--- src/nfps_pkg.sv ---
// ---------------------------------------------------------------------------
// nfps_pkg: shared types and constants for the power-shaped notch filter
// Item structs, datapath widths and the elaboration-time coefficient tables.
// ---------------------------------------------------------------------------
package nfps_pkg;

  localparam int SAMPLE_RATE = 48000;
  localparam int SAMPLE_BITS = 24;

  // prewarped 20 kHz cutoff angle in Q30
  localparam longint unsigned LP_THETA = 64'd3373259426 * 64'd20000 / SAMPLE_RATE;

  // shared multiplier operand, product and accumulator widths
  localparam int MUL_W  = 33;
  localparam int PROD_W = 2 * MUL_W;
  localparam int ACC_W  = PROD_W + 2;

  // config register indexes
  localparam logic [2:0] REG_INPUT_GAIN      = 3'd0;
  localparam logic [2:0] REG_NOTCH_A0        = 3'd1;
  localparam logic [2:0] REG_NOTCH_A1        = 3'd2;
  localparam logic [2:0] REG_NOTCH_B2        = 3'd3;
  localparam logic [2:0] REG_SHAPE_EXPONENT  = 3'd4;
  localparam logic [2:0] REG_UNSHAPE_EXPONENT = 3'd5;
  localparam logic [2:0] REG_OUTPUT_GAIN     = 3'd6;
  localparam logic [2:0] REG_WET_MIX         = 3'd7;

  typedef struct packed {
    logic signed [SAMPLE_BITS-1:0] in_sample;
    logic                          block_last;
  } sample_t;

  typedef struct packed {
    logic signed [SAMPLE_BITS-1:0] out_sample;
    logic                          block_last_out;
  } result_t;

  typedef struct packed {
    logic signed [MUL_W-1:0] a0;
    logic signed [MUL_W-1:0] a1;
    logic signed [MUL_W-1:0] a2;
    logic signed [MUL_W-1:0] b1;
    logic signed [MUL_W-1:0] b2;
  } lp_coef_t;

  typedef logic [15:0][30:0] exp_tab_t;

  localparam logic [30:0] EXP_ONE = 31'h4000_0000;

  // integer square root, bit by bit
  function automatic longint unsigned isqrt64(input longint unsigned v);
    longint unsigned r;
    longint unsigned bitv;
    longint unsigned rem;
    r = 0;
    rem = v;
    bitv = 64'd1 << 62;
    while (bitv > rem) bitv = bitv >> 2;
    while (bitv != 0) begin
      if (rem >= r + bitv) begin
        rem = rem - (r + bitv);
        r = (r >> 1) + bitv;
      end else begin
        r = r >> 1;
      end
      bitv = bitv >> 2;
    end
    return r;
  endfunction

  // unsigned quotient by shift and subtract
  function automatic longint unsigned udiv64(input longint unsigned num,
                                             input longint unsigned den);
    longint unsigned q;
    logic [64:0]     rem;
    q = 0;
    rem = '0;
    for (int i = 63; i >= 0; i--) begin
      rem = {rem[63:0], num[i]};
      q = q << 1;
      if (rem >= {1'b0, den}) begin
        rem = rem - {1'b0, den};
        q = q | 64'd1;
      end
    end
    return q;
  endfunction

  // signed quotient, truncated toward zero
  function automatic longint sdiv64(input longint num, input longint den);
    longint unsigned q;
    q = udiv64((num < 0) ? 64'(-num) : 64'(num), (den < 0) ? 64'(-den) : 64'(den));
    return ((num < 0) != (den < 0)) ? -longint'(q) : longint'(q);
  endfunction

  // 2^(2^-k) for k = 1..16 in Q30
  function automatic exp_tab_t exp_tab_build();
    exp_tab_t t;
    longint unsigned v;
    v = isqrt64(64'd1 << 61);
    t[0] = 31'(v);
    for (int i = 1; i < 16; i++) begin
      v = isqrt64(v << 30);
      t[i] = 31'(v);
    end
    return t;
  endfunction

  // 20 kHz Butterworth lowpass coefficients in Q30
  function automatic lp_coef_t lp_coefs();
    lp_coef_t c;
    longint unsigned th;
    longint unsigned th2;
    longint unsigned ts;
    longint unsigned tc;
    longint sn;
    longint cs;
    longint k;
    longint kq;
    longint k2;
    longint d;
    longint one;
    longint fone;
    longint a0;
    one = 64'sd1 << 24;
    fone = 64'sd1 << 30;
    th = LP_THETA;
    if (th > 64'd1610612736) th = 64'd1610612736;
    th2 = (th * th) >> 30;
    ts = th;
    tc = 64'd1 << 30;
    sn = longint'(th);
    cs = fone;
    for (int i = 1; i <= 10; i++) begin
      ts = udiv64((ts * th2) >> 30, 64'((2 * i) * (2 * i + 1)));
      tc = udiv64((tc * th2) >> 30, 64'((2 * i - 1) * (2 * i)));
      if ((i & 1) == 1) begin
        sn = sn - longint'(ts);
        cs = cs - longint'(tc);
      end else begin
        sn = sn + longint'(ts);
        cs = cs + longint'(tc);
      end
    end
    if (cs < 1) cs = 1;
    if (sn < 0) sn = 0;
    k = longint'(udiv64(64'(sn) << 24, 64'(cs)));
    if (k > (64'sd1 << 28)) k = 64'sd1 << 28;
    k2 = (k * k) >>> 24;
    kq = sdiv64(k * 10000, 7071);
    d = one + kq + k2;
    a0 = sdiv64(k2 * fone, d);
    c.a0 = MUL_W'(a0);
    c.a1 = MUL_W'(2 * a0);
    c.a2 = MUL_W'(a0);
    c.b1 = MUL_W'(2 * sdiv64((k2 - one) * fone, d));
    c.b2 = MUL_W'(sdiv64((one - kq + k2) * fone, d));
    return c;
  endfunction

  localparam lp_coef_t LP_COEF = lp_coefs();
  localparam exp_tab_t EXP_TAB = exp_tab_build();

endpackage

--- src/nfps_mul.sv ---
// ---------------------------------------------------------------------------
// nfps_mul: shared signed multiplier
// One registered signed multiply, loaded when en is high.
// ---------------------------------------------------------------------------
module nfps_mul import nfps_pkg::*; (
  input  logic                     clk,
  input  logic                     en,
  input  logic signed [MUL_W-1:0]  a,
  input  logic signed [MUL_W-1:0]  b,
  output logic signed [PROD_W-1:0] prod
);

  // register the product
  always_ff @(posedge clk) begin
    if (en) begin
      prod <= a * b;
    end
  end

endmodule

--- config.mk ---
export PLATFORM = sky130hd
export DESIGN_NAME = nfps_mul
export DESIGN_NICKNAME = d
export VERILOG_FILES = /design/src/nfps_pkg.sv /design/src/nfps_mul.sv
export SDC_FILE = /design/constraint.sdc
export NUM_CORES = 2
export LEC_CHECK = 0
export BUFFER_PORTS_ARGS = -buffer_cell sky130_fd_sc_hd__buf_2
export CORE_MARGIN = 1.5
export CORE_UTILIZATION = 45
export CTS_BUF_LIST = sky130_fd_sc_hd__clkbuf_2
export DETAILED_ROUTE_END_ITERATION = 10
export HOLD_SLACK_MARGIN = 0.12
export PLACE_DENSITY = 0.66
export SETUP_SLACK_MARGIN = 0.1
export SLEW_MARGIN = 20
export SYNTH_ARGS = -nofsm -noshare
export SYNTH_HDL_FRONTEND = slang
export SYNTH_SLANG_ARGS = --single-unit
export TNS_END_PERCENT = 1
--- constraint.sdc ---
create_clock -name clk -period 19.25 [get_ports clk]
set_input_delay 0 -clock clk [delete_from_list [all_inputs] [get_ports clk]]
set_output_delay 0 -clock clk [all_outputs]
set_load 0.1 [all_outputs]
==> flow_summary.yaml <==
global_route:
  grt-ovfl-total: 0
  antenna_found_initial: 7
  grt_pass1_vias: 31391
  grt_usage_pct: 24.5
  grt_start_max_net_pins: 54
  grt_pass1_wl_um: 176000
routing:
  drtPass1Iterations: 6
  wl_um: 110000
  drc_errors: 0
  wl_per_cell_um: 20.2
  num_vias: 28693
  viasPerCell: 5.25
  antenna_left: 0
  dr.first_iter.drc_count: 1681
timing:
  post-route-min-period_ps: 7900
  worstMarginPinSlew_ps: 954
  rsz0062_at_grt: "no"
  hold_viol: 0
  finalSetupTns_ps: 0
  post-route-period-util_pct: 41.0
  finalSetupViolations: 0
  clock.fmax_mhz: 127
  drv_slew: 0
  slew-limit-headroom_pct: 36.4
layout:
  multi_input_area_mm2: 0.0343
  largest_reg_flops: 66
  syn_to_final_growth_pct: 3.74
  top_register: "prod"
  post-route-cell-area_mm2: 0.0429
  final_common_cell: "fa_1"
  utilization_pct: 47.0
  drive_gt1_share_pct: 4.67
  ff_latch_area_mm2: 0.00198
  final_nets: 5707
  largestRegisters: "prod x66"
  fillCellCount: 8803
  layout_common_cells: "fa_1, inv_1, and2_1"
floorplan:
  die_area_mm2: 0.0938
  die_y_um: 306
  ioPinCount: 134
  die_w_um: 306
  start_util_pct: 45.3
  row_count: 111
  coreArea_mm2: 0.0914
clocking:
  cts_resized: 0
  cts.clk_slew.worst_paths_ps: 280
  htreeDepth: 3
  cts_buffers: 9
  cts_setup_buffers: 0
  clock_sinks: 66
  cts_tree: "done"
  clockBufferDepth: 2
  clockRootBuffer: "clkbuf_2"
logic_synthesis:
  synth_ff_type: "edfxtp_1"
  yosysTopAreaCell: "fa_1"
  syn_inst: 4338
  netlist_area_mm2: 0.0414
  yosysWarnings: 0
  yosysUniqueCellTypes: 80
  synth_nets: 5768
  ys_async_sr_fraction_pct: 0
  syn_avg_cell_area_um2: 9.54
  synth-seq-area-share_pct: 4.79
  synth.top_cell.area_share_pct: 55.4
  synthTopCellsByArea: "fa_1, inv_1, and2_1, ha_1, nand2_1"
  synth-edff-count: 66
  ys_seq_elements: 66
worst_setup_path:
  cp_max_fo: 33
  required_ps: 19660
  worstSetupStartpointType: "primary input"
  crit_arrival_ps: 8300
  setup.worst_path.class: "primary input to register"
  endpoint_kind: "register"
  critPathLaunch: "b[0]"
min_path:
  hold_start: "a[1]"
  hold_class: "primary input to register"
  holdPathStages: 4
flow_run:
  max_cap_viol_count: 0
placed_design:
  dpl-instance-area_mm2: 0.0428
  dp_hpwl_um: 88700
  port_buffers: 133
  gp_congestion: 0.907
status:
  status: "complete, no violations"
cells by family after synthesis:
kind of cell               share of synthesized area, %
DFF                                                4.79
adders and majority gates                          61.9
AOI/OAI and AO/OA                                  4.00
and+or+nand+nor                                    15.5
buffers and inverters                              12.3
xor gates and xnor gates                           1.44
per-layer routing:
| metal | global-route usage [%] | wire [um] | up-vias |
|---|---|---|---|
| met5 | 0 | 29 | - |
| met4 | 12.8 | 6850 | 6 |
| met3 | 2.72 | 5430 | 257 |
| met2 | 43.5 | 57700 | 908 |
| met1 | 29.3 | 40500 | 15246 |
| li1 | - | - | 12276 |
synthesized netlist by cell type, types with 7 or more instances:
cell	number
a21oi_1	57
buf_2	11
a211oi_1	7
ha_1	217
nor2_1	68
a21o_1	36
nand2b_1	12
clkbuf_1	208
fa_1	1145
nor3_1	7
nand3_1	25
and2_1	562
xor2_1	25
nand4_1	11
inv_1	1131
nand2_1	551
xnor2_1	43
o21ai_0	25
edfxtp_1	66
o21bai_1	11
a31oi_1	8
area by class of cell:
| cell class | count | share of cell area [%] |
|---|---|---|
| multi-input cells | 2920 | 79.9 |
| inverters | 1131 | 9.89 |
| flip-flops and latches | 66 | 4.61 |
| well taps | 1186 | 3.46 |
| repair buffers | 149 | 1.85 |
| clock inverters | 7 | 0.160 |
| clock buffers | 9 | 0.105 |
| diodes | 2 | 0.0117 |
critical path, stage by stage:
cell and delay [ps]:
dlygate4sd3_1 510, buf_2 490, nand2_1 180, inv_1 170, fa_1 500, fa_1 570
fa_2 770, inv_1 160, fa_1 580, fa_1 450, fa_1 560, fa_1 430
fa_1 490, inv_1 40, ha_1 440, and4_1 420, nand3_1 180, nand2b_1 270
a2111oi_4 370, a211oi_4 100, a21oi_2 220, nor4b_2 70, a311oi_1 300
final timing paths:
| kind | endpoint | slack, ps |
|---|---|---|
| max | prod[58] | 11350 |
| min | prod[1] | 240 |
what timing repair did:
item                       in CTS  in global routing
setup endpoints to repair       0                  0
hold endpoints to repair       14                  0
hold buffers                    3                  0
through the flow:
| step | worst slack, ps | hold slack (ps) | std cells |
|---|---|---|---|
| 2_1_floorplan | 11880 | 112 | 4338 |
| 5_1_grt | 11010 | 198 | 5469 |
| 3_5_place_dp | 11030 | 443 | 5449 |
| 3_3_place_gp | 11140 | 444 | 5449 |
| 6_report | 11350 | 240 | 5470 |
| 4_1_cts | 11170 | 133 | 5468 |
Power is not shown: default switching activity piles up to over one toggle a cycle in this logic, so the estimate is an artifact.
